File: src/sv/range_list_stream_selector_defines.svh
// Assertion macros for the range list stream selector
`ifndef RANGE_LIST_STREAM_SELECTOR_DEFINES_SVH
`define RANGE_LIST_STREAM_SELECTOR_DEFINES_SVH
`ifndef SYNTHESIS
`define RLS_ASSERT_IMPL(label, clk, rstn, ante, cons) \
    label: assert property (@(posedge clk) disable iff (!rstn) (ante) |-> (cons)) \
        else $error("assertion failed");
`define RLS_ASSERT_NEXT(label, clk, rstn, ante, cons) \
    label: assert property (@(posedge clk) disable iff (!rstn) (ante) |=> (cons)) \
        else $error("assertion failed");
`else
`define RLS_ASSERT_IMPL(label, clk, rstn, ante, cons)
`define RLS_ASSERT_NEXT(label, clk, rstn, ante, cons)
`endif
`endif

File: src/sv/rls_pkg.sv
package rls_pkg;
    localparam int MaxRanges = 16;
    localparam int MaxResults = 16;
    localparam int IdxW = $clog2(MaxRanges);
    localparam int CntW = $clog2(MaxRanges + 1);

    typedef enum logic [1:0] {
        CMD_CLEAR = 2'd0,
        CMD_LOAD  = 2'd1,
        CMD_SEAL  = 2'd2,
        CMD_ITEM  = 2'd3
    } cmd_t;

    typedef enum logic [3:0] {
        ST_IDLE,
        ST_SORT_RD,
        ST_SORT_CMP,
        ST_MERGE_RD,
        ST_MERGE_CMP,
        ST_MERGE_FIN,
        ST_RPT_RD,
        ST_RPT_OUT,
        ST_ITEM_RD,
        ST_ITEM_CMP,
        ST_OUT
    } state_t;

    // Result word as presented on the master side
    typedef struct packed {
        logic        table_full;
        logic        keep;
        logic [63:0] item_index;
        logic        last;
        logic [63:0] merged_end;
        logic [63:0] merged_start;
        logic        kind;
    } result_t;

    // Controller to datapath
    typedef struct packed {
        logic        take;       // capture input item
        logic        clear;
        logic        load;       // store the held range
        logic        rd_i;       // fetch entry i (sort, report)
        logic        rd_cur;     // fetch the entry under the cursor
        logic        swap;       // exchange entries j and j-1
        logic        sort_next_outer;
        logic        sort_step_back;
        logic        merge_init;
        logic        merge_fold; // widen entry w
        logic        merge_new;  // copy entry i to w+1
        logic        merge_next;
        logic        merge_done;
        logic        rpt_init;
        logic        rpt_next;
        logic        item_adv;   // move cursor forward
        logic        item_done;  // count the item
        logic        set_full;
        logic        set_rpt;
        logic        set_item;
    } ctl_t;

    // Datapath to controller
    typedef struct packed {
        cmd_t        cmd;
        logic        bad_range;
        logic        full;
        logic        sort_outer_done;
        logic        sort_j_zero;
        logic        sort_gt;
        logic        empty;
        logic        merge_done;
        logic        merge_join;
        logic        merge_wider;
        logic        rpt_done;
        logic        sealed;
        logic        item_scan_done;
        logic        item_past;
    } sts_t;
endpackage

File: src/sv/rls_ctrl.sv
module rls_ctrl (
    input  logic          aclk,
    input  logic          aresetn,
    input  logic          s_valid,
    output logic          s_ready,
    output logic          m_valid,
    input  logic          m_ready,
    input  rls_pkg::sts_t sts,
    output rls_pkg::ctl_t ctl
);
    import rls_pkg::*;

    state_t state_reg, state_next;
    logic   rpt_reg, rpt_next;   // result is a range report

    always_ff @(posedge aclk) begin
        if (!aresetn) begin
            state_reg <= ST_IDLE;
            rpt_reg   <= 1'b0;
        end else begin
            state_reg <= state_next;
            rpt_reg   <= rpt_next;
        end
    end

    // Sequence each command
    always_comb begin
        state_next = state_reg;
        rpt_next = rpt_reg;
        ctl = '0;
        s_ready = 1'b0;
        m_valid = 1'b0;
        case (state_reg)
            ST_IDLE: begin
                s_ready = 1'b1;
                if (s_valid) begin
                    ctl.take = 1'b1;
                    state_next = ST_SORT_RD;
                    rpt_next = 1'b0;
                end
            end
            ST_SORT_RD: begin
                // first cycle after take: dispatch on command
                case (sts.cmd)
                    CMD_CLEAR: begin
                        ctl.clear = 1'b1;
                        state_next = ST_IDLE;
                    end
                    CMD_LOAD: begin
                        if (sts.bad_range) begin
                            state_next = ST_IDLE;
                        end else if (sts.full) begin
                            ctl.set_full = 1'b1;
                            state_next = ST_OUT;
                        end else begin
                            ctl.load = 1'b1;
                            state_next = ST_IDLE;
                        end
                    end
                    CMD_SEAL: begin
                        state_next = sts.sort_outer_done ? ST_MERGE_RD : ST_SORT_CMP;
                    end
                    default: begin
                        ctl.item_adv = 1'b0;
                        state_next = ST_ITEM_RD;
                    end
                endcase
                if (sts.cmd == CMD_SEAL && !sts.sort_outer_done) begin
                    ctl.rd_i = 1'b1;
                end
            end
            ST_SORT_CMP: begin
                // read data for j and j-1 is valid here
                if (!sts.sort_j_zero && sts.sort_gt) begin
                    ctl.swap = 1'b1;
                    ctl.sort_step_back = 1'b1;
                    state_next = ST_MERGE_FIN;
                end else begin
                    ctl.sort_next_outer = 1'b1;
                    state_next = ST_MERGE_FIN;
                end
            end
            ST_MERGE_FIN: begin
                // let the second swap write land, then re-read
                if (sts.sort_outer_done) begin
                    ctl.merge_init = 1'b1;
                    state_next = sts.empty ? ST_RPT_RD : ST_MERGE_CMP;
                end else begin
                    state_next = ST_SORT_CMP;
                end
            end
            ST_MERGE_RD: begin
                ctl.merge_init = 1'b1;
                state_next = sts.empty ? ST_RPT_RD : ST_MERGE_CMP;
            end
            ST_MERGE_CMP: begin
                ctl.merge_next = 1'b1;
                if (sts.merge_done) begin
                    ctl.merge_done = 1'b1;
                    state_next = ST_RPT_RD;
                end else begin
                    state_next = ST_ITEM_CMP;
                end
            end
            ST_ITEM_CMP: begin
                if (!sts.cmd[0]) begin
                    // merge step with entries i and w read; fold or open a new entry
                    if (sts.merge_join) begin
                        ctl.merge_fold = 1'b1;
                    end else begin
                        ctl.merge_new = 1'b1;
                    end
                    state_next = ST_MERGE_CMP;
                end else begin
                    // item scan with cursor entry read
                    if (!sts.sealed || sts.item_scan_done || !sts.item_past) begin
                        ctl.set_item = 1'b1;
                        ctl.item_done = 1'b1;
                        state_next = ST_OUT;
                    end else begin
                        ctl.item_adv = 1'b1;
                        state_next = ST_ITEM_RD;
                    end
                end
            end
            ST_ITEM_RD: begin
                ctl.rd_cur = 1'b1;
                state_next = ST_ITEM_CMP;
            end
            ST_RPT_RD: begin
                ctl.rpt_init = 1'b1;
                rpt_next = 1'b1;
                state_next = ST_RPT_OUT;
            end
            ST_RPT_OUT: begin
                ctl.rpt_next = 1'b0;
                if (sts.rpt_done) begin
                    state_next = ST_IDLE;
                end else begin
                    ctl.set_rpt = 1'b1;
                    ctl.rpt_next = 1'b1;
                    state_next = ST_OUT;
                end
            end
            ST_OUT: begin
                m_valid = 1'b1;
                // keep the next report entry on the read port
                if (rpt_reg) begin
                    ctl.rd_i = 1'b1;
                end
                if (m_ready) begin
                    state_next = rpt_reg ? ST_RPT_OUT : ST_IDLE;
                end
            end
            default: state_next = ST_IDLE;
        endcase
    end
endmodule

File: config.mk
export PLATFORM = sky130hd
export DESIGN_NAME = rls_ctrl
export DESIGN_NICKNAME = d
export VERILOG_FILES = /design/src/sv/range_list_stream_selector_defines.svh /design/src/sv/rls_pkg.sv /design/src/sv/rls_ctrl.sv
export SDC_FILE = /design/constraint.sdc
export NUM_CORES = 1
export LEC_CHECK = 0
export BUFFER_PORTS_ARGS = -buffer_cell sky130_fd_sc_hd__buf_2
export CAP_MARGIN = 25
export CELL_PAD_IN_SITES_DETAIL_PLACEMENT = 0
export CELL_PAD_IN_SITES_GLOBAL_PLACEMENT = 1
export CORE_ASPECT_RATIO = 0.75
export CORE_MARGIN = 4
export CORE_UTILIZATION = 30
export CTS_CLUSTER_DIAMETER = 100
export CTS_CLUSTER_SIZE = 8
export DETAILED_ROUTE_END_ITERATION = 10
export HOLD_SLACK_MARGIN = 0.06
export PLACE_DENSITY = 0.9
export SKIP_LAST_GASP = 1
export SLEW_MARGIN = 0
export SYNTH_ARGS = -nofsm -noshare
export SYNTH_HDL_FRONTEND = slang
export SYNTH_SLANG_ARGS = --single-unit
File: constraint.sdc
create_clock -name aclk -period 3.7 [get_ports aclk]
set_input_delay 0.185 -clock aclk [delete_from_list [all_inputs] [get_ports aclk]]
set_output_delay 0.185 -clock aclk [all_outputs]
set_load 0.005 [all_outputs]
# ---- Word level (Yosys, flattened, before mapping)
# Cells that the tools add are included.
dict set report totals {
  elab_cells 83
  mem_bits_ro 0
  regBits 5
  latch_bits 0
  ram_bits 0
  input_bits 19
  mem_count 0
  output_inout_bits 22
}
dict set report classes {
  n_lt_le_gt_ge 0
  muxes 54
  div_mod_pow 0
  shifts 0
  eq_ne 14
  add_sub_neg 0
  bitwise 0
  n_reduce_logical 13
  multipliers 0
}
# operator count
set op_table {}
lappend op_table {{4-bit case mux with 11 select lines} 1}
lappend op_table {{1-bit 2-to-1 mux} 32}
lappend op_table {{4-bit 2-to-1 mux} 7}
lappend op_table {{4-bit by 3-bit equality test with 1-bit output (second input constant)} 4}
lappend op_table {{2-bit 2-to-1 mux} 7}
lappend op_table {{4-bit equality test (second input constant)} 3}
lappend op_table {{4-bit case mux with 3 select lines} 1}
lappend op_table {{3-bit 2-to-1 mux} 3}
lappend op_table {{4-bit by 2-bit equality test with 1-bit output (second input constant)} 2}
lappend op_table {{1-bit case mux with 2 select lines} 3}
lappend op_table {{4-bit by 1-bit equality test with 1-bit output (second input constant)} 1}
lappend op_table {{1-bit logical NOT} 4}
lappend op_table {{4-bit logical NOT} 1}
lappend op_table {{2-bit inequality test (second input constant)} 2}
lappend op_table {{2-bit AND reduction} 2}
lappend op_table {{2-bit by 1-bit equality test with 1-bit output (second input constant)} 1}
lappend op_table {{2-bit equality test (second input constant)} 1}
lappend op_table {{1-bit logical AND} 2}
lappend op_table {{2-bit logical NOT} 1}
lappend op_table {{1-bit logical OR} 2}
lappend op_table {{2-bit nonzero test} 1}

# ---- Logic depth before layout (Yosys ltp)
# Gate-level depths: netlist (run 1).
dict set report depth {
  ltp_word 6
  ltp_mapped 6
  depth_no_buf 5
}

# ---- Worst setup path before layout (run 1)
# No wires, ideal clock.
dict set report synth_timing {
  kind {flip-flop to output port}
  start {register state_reg[0]}
  end {output ctl[14] (netlist bit)}
  required_ns 3.515
  arrival_time_ns 1.226
  stages_incl_launch_ff 5
  setup_slack_ns 2.289
  path_buffers 3
  cell_sequence {dfxtp_1 clkbuf_4 buf_2 nor4_1 buf_4}
}
# element line_no
set synth_lines {}
lappend synth_lines {{start: declaration} rls_ctrl.sv:13} ;# state_t state_reg, state_next;
lappend synth_lines {{start signal: assignment} rls_ctrl.sv:21} ;# state_reg <= state_next;
lappend synth_lines {{end: declaration} rls_ctrl.sv:9} ;# output rls_pkg::ctl_t ctl

==> reports/qor.yml, run 1 <==
endpoint_kind: "output pin"
cts_sinks: 5
synth-simple-area-share_pct: 44.5
maxSlewHeadroom_pct: 43.4
seq_area_um2: 100
cts_made_buffers: 3
slowest_stage: "dfxtp_1"
synth-async-reset-ratio_pct: 0
dr.pass1.iters: 4
critPathBufInv: 1
worstHoldPathType: "primary input to register"
cts_tree: "done"
drc: 0
synth_compound_area_share_pct: 26.9
io_buffers: 39
avgSynthCellArea_um2: 7.18
antenna_found_initial: 0
synth.distinct_cells: 39
max-vdd-ir-drop_v: 0.000253
die_x_um: 62.2
routed_wl_mm: 1.93
final.min_clock_period_ns: 2.09
die_y_um: 48.6
slew_viol_final: 0
crit_type: "register to output pin"
ioPinCount: 41
gp_congestion: 0.863
die_area_um2: 3020
syn_inst: 92
min_period_over_period_pct: 56.5
cts-resized-gates: 0
arrival_ns: 1.91
largest_reg_flops: 4
fin_cells: 149
postCtsSetupBuffers: 0
power.leakage_uw: 0.000410
synth_fa_ha_area_share_pct: 0
fin_setup_tns_ns: 0
final_layout_size_suffix_gt1_share_pct: 40.0
path_delay_family: "flip-flops"
antenna_cells: 0
synthMuxAreaShare_pct: 0
yosysTopAreaCell: "dfxtp_1"
vias_per_cell: 5.31
worst_pin_slew_ns: 0.847
synth.top_cell.area_share_pct: 15.2
final_core_util_pct: 40.9
synth_ff_type: "dfxtp_1"
start_util_pct: 32.2
max_freq_ghz: 0.478
fillCellCount: 226
power_density_nw_per_um2: 244
crit_required_ns: 3.51
grt_overflow_total: 0
drt-initial-drc-count: 29
path_clk_slew_ns: 0.04
fin_skew_ns: 0.00167
outcome: "finished clean"
synth-seq-cells: 5
slowest_delay_ns: 0.86
dp_cells: 145
nets: 145
synth_area_leaders: "dfxtp_1 15%, buf_4 6.8%, nor2_1 6.3%"
cts_hold_buf: 0
synth_edf_count: 0
setup_viol: 0
core-area_um2: 2050
syn-num-nets: 111
dr_total_vias: 791
synth-seq-area-share_pct: 15.2
gr-usage-all-layers_pct: 12.1
synth_xor_area_share_pct: 0
grt_max_degree: 23
rows: 14
clock_latency_ns: 0.24
path_cells: "or2b_1, nor3_2, buf_2"
netlist_area_um2: 661
wire_per_inst_um: 13.0
hold_viol: 0
grt_pass1_wl_mm: 3.02
layout_commonest_cell: "buf_2"
grt_pass1_vias: 670
clock_path_buffers: 2
multiInputGateArea_um2: 472
ant_nets: 0
rsz0062_at_grt: "no"
dp_hpwl_mm: 1.54
critical_path_peak_fanout: 22
synth_top_family_by_area: "simple AND/OR/NAND/NOR gates"
cts_max_level: 1
yosys_warnings: 0
layout_common_cells: "39 x buf_2, 11 x nor2_1, 8 x nand2_1, 7 x nor3_1"
drv_cap: 0
cts-root-buf: "clkbuf_4"
syn_to_final_growth_pct: 26.9
worstSetupStartpointType: "register"
## per-stage QoR
stage	power (uW)	area (um^2)	hold WS, ns	setup WS [ns]
finish	204	838	0.206	1.61
global route	222	838	0.217	1.53
CTS	206	838	0.203	1.61
detailed placement	141	812	0.459	1.88
global placement	139	812	0.456	1.95
floorplan	118	661	0.302	2.29
## final timing paths
kind,cells past startpoint,to,slack (ns),startpoint
worst max-delay path,3,ctl[5],1.61,state_reg[0]
worst min-delay path,3,state_reg[0],0.21,aresetn
worst max register to register,5,state_reg[1],1.86,state_reg[0]
worst min register to register,3,rpt_reg,0.65,rpt_reg
## tightest hold or removal path, delay by kind of cell
kind                   cells  cell delay (ns)
AND/OR/NAND/NOR            2             0.10
buffers and inverters      1             0.13
## layout make-up
type,count,area share (%)
clock buffer,4,3.13
inverter,4,1.79
multi-input combinational,73,56.3
timing repair buffer,39,23.3
sequential,5,11.9
tap,24,3.58
## metal layers
metal  wire (um)  track usage (%)  up-vias
met5           0                0        -
met4           7             1.44        0
met3         165             4.86        2
met2         846             17.9       31
met1         912             16.8      353
li1            -                -      405
## synth_stat cells (all sizes together), types with 2 or more instances
library cell  instances
nor2                 11
buf                   9
nor3                  9
nand2                 8
dfxtp                 5
nand2b                5
inv                   4
nor2b                 4
nor4                  4
o21ai                 4
a21oi                 3
and2                  3
a31oi                 2
nand3                 2
o21a                  2
o311a                 2
## power breakdown
group / internal, uW / switching [uW]
clock network: 40.8 / 23.1
registers: 57.3 / 17.7
logic: 31.9 / 33.6
total: 130 / 74.4
## kinds of logic after synthesis
logic type / count (synthesis)
flops: 5
compound gates: 23
simple gates: 50
buf+inv: 14
(Power assumes the default switching activity.)
==> inputs of run 2 (changes only) <==
Settings changed: ABC_AREA set to 1, CORE_UTILIZATION 30 to 23, PLACE_DENSITY 0.9 to 0.79.
Clock period 3.7 ns to 1.9 ns, I/O delays scaled along.
==> reports/qor.yml, run 2 <==
cts-root-buf: "clkbuf_8"  # was clkbuf_4
synth_edf_count: 0  # unchanged
p_clk_share_pct: 40.0  # was 31.3%
syn-num-nets: 130  # was 111
synth-seq-area-share_pct: 15.4  # was 15.2%
fin_skew_ns: 0.00110  # was 0.00167 ns
die_area_um2: 3750  # was 3020 um^2
synth.distinct_cells: 22  # was 39
vias_per_cell: 4.23  # was 5.31
netlist_area_um2: 651  # was 661 um^2
maxSlewHeadroom_pct: 76.6  # was 43.4%
yosys_warnings: 0  # unchanged
dr_total_vias: 786  # was 791
seq_area_um2: 100  # unchanged
path_cells: "nor2_1, nand2_4, nor3_2, inv_1, o21ai_0, buf_2"  # was or2b_1, nor3_2, buf_2
antenna_cells: 0  # unchanged
power.leakage_uw: 0.000587  # was 0.000410 uW
hold_ws_ns: 0.0710  # was 0.206 ns
wire_per_inst_um: 9.65  # was 13.0 um
power_frac_seq_pct: 25.4  # was 36.7%
path_delay_family: "simple AND/OR/NAND/NOR gates"  # was flip-flops
drc: 0  # unchanged
layout_commonest_cell: "buf_2"  # unchanged
power_density_nw_per_um2: 543  # was 244 nW/um^2
grt_pass1_vias: 686  # was 670
ant_nets: 0  # unchanged
cts_max_level: 1  # unchanged
slew_viol_final: 0  # unchanged
cts_tree: "done"  # unchanged
drv_cap: 0  # unchanged
max-vdd-ir-drop_v: 0.000282  # was 0.000253 V
io_buffers: 39  # unchanged
outcome: "finished clean"  # unchanged
die_x_um: 69.4  # was 62.2 um
largest_reg_flops: 4  # unchanged
cts_hold_buf: 0  # unchanged
start_util_pct: 24.4  # was 32.2%
grt_max_degree: 7  # was 23
worstSetupStartpointType: "register"  # unchanged
slowest_delay_ns: 0.34  # was 0.86 ns
core-area_um2: 2660  # was 2050 um^2
clock_path_buffers: 2  # unchanged
setup_viol: 0  # unchanged
arrival_ns: 1.48  # was 1.91 ns
synth.top_cell.area_share_pct: 15.4  # was 15.2%
grt_pass1_wl_mm: 2.90  # was 3.02 mm
nets: 170  # was 145
path_clk_slew_ns: 0.04  # about the same
synth-async-reset-ratio_pct: 0  # unchanged
fin_setup_tns_ns: 0  # unchanged
multiInputGateArea_um2: 419  # was 472 um^2
clock_latency_ns: 0.22  # was 0.24 ns
endpoint_kind: "output pin"  # unchanged
critical_path_peak_fanout: 5  # was 22
critPathBufInv: 2  # was 1
synth-seq-cells: 5  # unchanged
synth.top_cells.by_count: "22 x inv_1, 22 x nand2_1, 13 x nor2_1"  # was 11 x nor2_1, 8 x nand2_1, 7 x nor3_1
die_y_um: 54.1  # was 48.6 um
rsz0062_at_grt: "no"  # unchanged
gr-usage-all-layers_pct: 9.63  # was 12.1%
syn_to_final_growth_pct: 39.2  # was 26.9%
cts_made_buffers: 3  # unchanged
avgSynthCellArea_um2: 5.86  # was 7.18 um^2
routed_wl_mm: 1.80  # was 1.93 mm
min_period_over_period_pct: 82.8
synth_ff_type: "dfxtp_1"  # unchanged
final_layout_size_suffix_gt1_share_pct: 44.0  # was 40.0%
cts-resized-gates: 0  # unchanged
dp_hpwl_mm: 1.61  # was 1.54 mm
antenna_found_initial: 0  # unchanged
gp_congestion: 0.798  # was 0.863
layout_common_cells: "39 x buf_2, 22 x nand2_1, 22 x inv_1, 13 x nor2_1, 7 x nand3_1"  # was 39 x buf_2, 11 x nor2_1, 8 x nand2_1, 7 x nor3_1
final.min_clock_period_ns: 1.57
p_int_uw: 320  # was 130 uW
hold_viol: 0  # unchanged
switching_share_pct: 35.0  # was 36.4%
yosysTopAreaCell: "dfxtp_1"  # unchanged
ioPinCount: 41  # unchanged
fillCellCount: 317  # was 226
syn_inst: 111  # was 92
pwr-share-comb_pct: 34.6  # was 32.0%
grt_overflow_total: 0  # unchanged
rows: 16  # was 14
crit_type: "register to output pin"  # unchanged
postCtsSetupBuffers: 0  # unchanged
worst_pin_slew_ns: 0.350  # was 0.847 ns
slowest_stage: "dfxtp_1"  # unchanged
worstHoldPathType: "primary input to register"  # unchanged
crit_required_ns: 1.80  # was 3.51 ns
cts_sinks: 5  # unchanged
drt-initial-drc-count: 22  # was 29
synth_area_leaders: "dfxtp_1 15%, inv_1 13%, nand2_1 13%"  # was dfxtp_1 15%, buf_4 6.8%, nor2_1 6.3%
max_freq_ghz: 0.635
dr.pass1.iters: 4  # unchanged
p_switching_uw: 172  # was 74.4 uW
## run 2: cell count changes after synthesis, sizes merged, moves of 4 or more
| cell | delta |
|---|---|
| nand2b | -5 |
| nor2b | -4 |
| nand2 | +18 |
| nor3 | -5 |
| nor2 | +10 |
| buf | -5 |
| inv | +23 |
| nand3 | +7 |
## run 2: final cells by class
class,instances,area share (%)
Clock buffer,4,4.97
Inverter,27,11.2
Multi-Input combinational cell,75,46.3
Sequential cell,5,11.0
Tap cell,36,4.97
Timing Repair Buffer,39,21.5
## run 2: cell families (layout without fill, tap and decap cells)
group,count (synthesis),after routing,share of synthesized area (%)
AOI/OAI and AO/OA,11,11,10.6
buffers and inverters,31,70,20.2
DFF,5,5,15.4
and+or+nand+nor,64,64,53.8
## run 2: worst min-delay path: stages
cell and delay [ns]:
buf_2 0.09, nand2_1 0.04, inv_1 0.04
## run 2: through the flow
stage	setup WS (ns)	util, %	std cells	instance area (um^2)	power (uW)
3_3_place_gp	0.548	32.3	182	861	294
4_1_cts	0.320	34.0	186	906	496
2_1_floorplan	0.724	-	111	651	238
5_1_grt	0.171	34.0	186	906	530
6_report	0.326	34.0	186	906	492
3_5_place_dp	0.558	32.3	182	861	297
## run 2: path summary, 6_finish.rpt
| path | startpoint | slack, ns | end | cells past startpoint |
|---|---|---|---|---|
| max | state_reg[2] | 0.33 | ctl[16] | 6 |
| min | aresetn | 0.07 | state_reg[3] | 3 |
| max reg2reg | state_reg[2] | 0.59 | state_reg[1] | 6 |
| min reg2reg | rpt_reg | 0.49 | rpt_reg | 2 |
## run 2: metal layers
metal / up-vias / track usage [%] / routed length [um]
li1: 411 / - / -
met4: 0 / 4.87 / 16
met3: 2 / 2.24 / 161
met1: 347 / 11.9 / 809
met2: 26 / 16.0 / 807
met5: - / 0 / 0
## run 2: power groups by stage
stage                     Clock, uW  Combinational (uW)  Sequential [uW]
after detailed placement          0                 171              127
final                           197                 170              125
after global routing            215                 189              126
after CTS                       199                 172              125
after global placement            0                 168              126
after floorplan                   0                 113              125
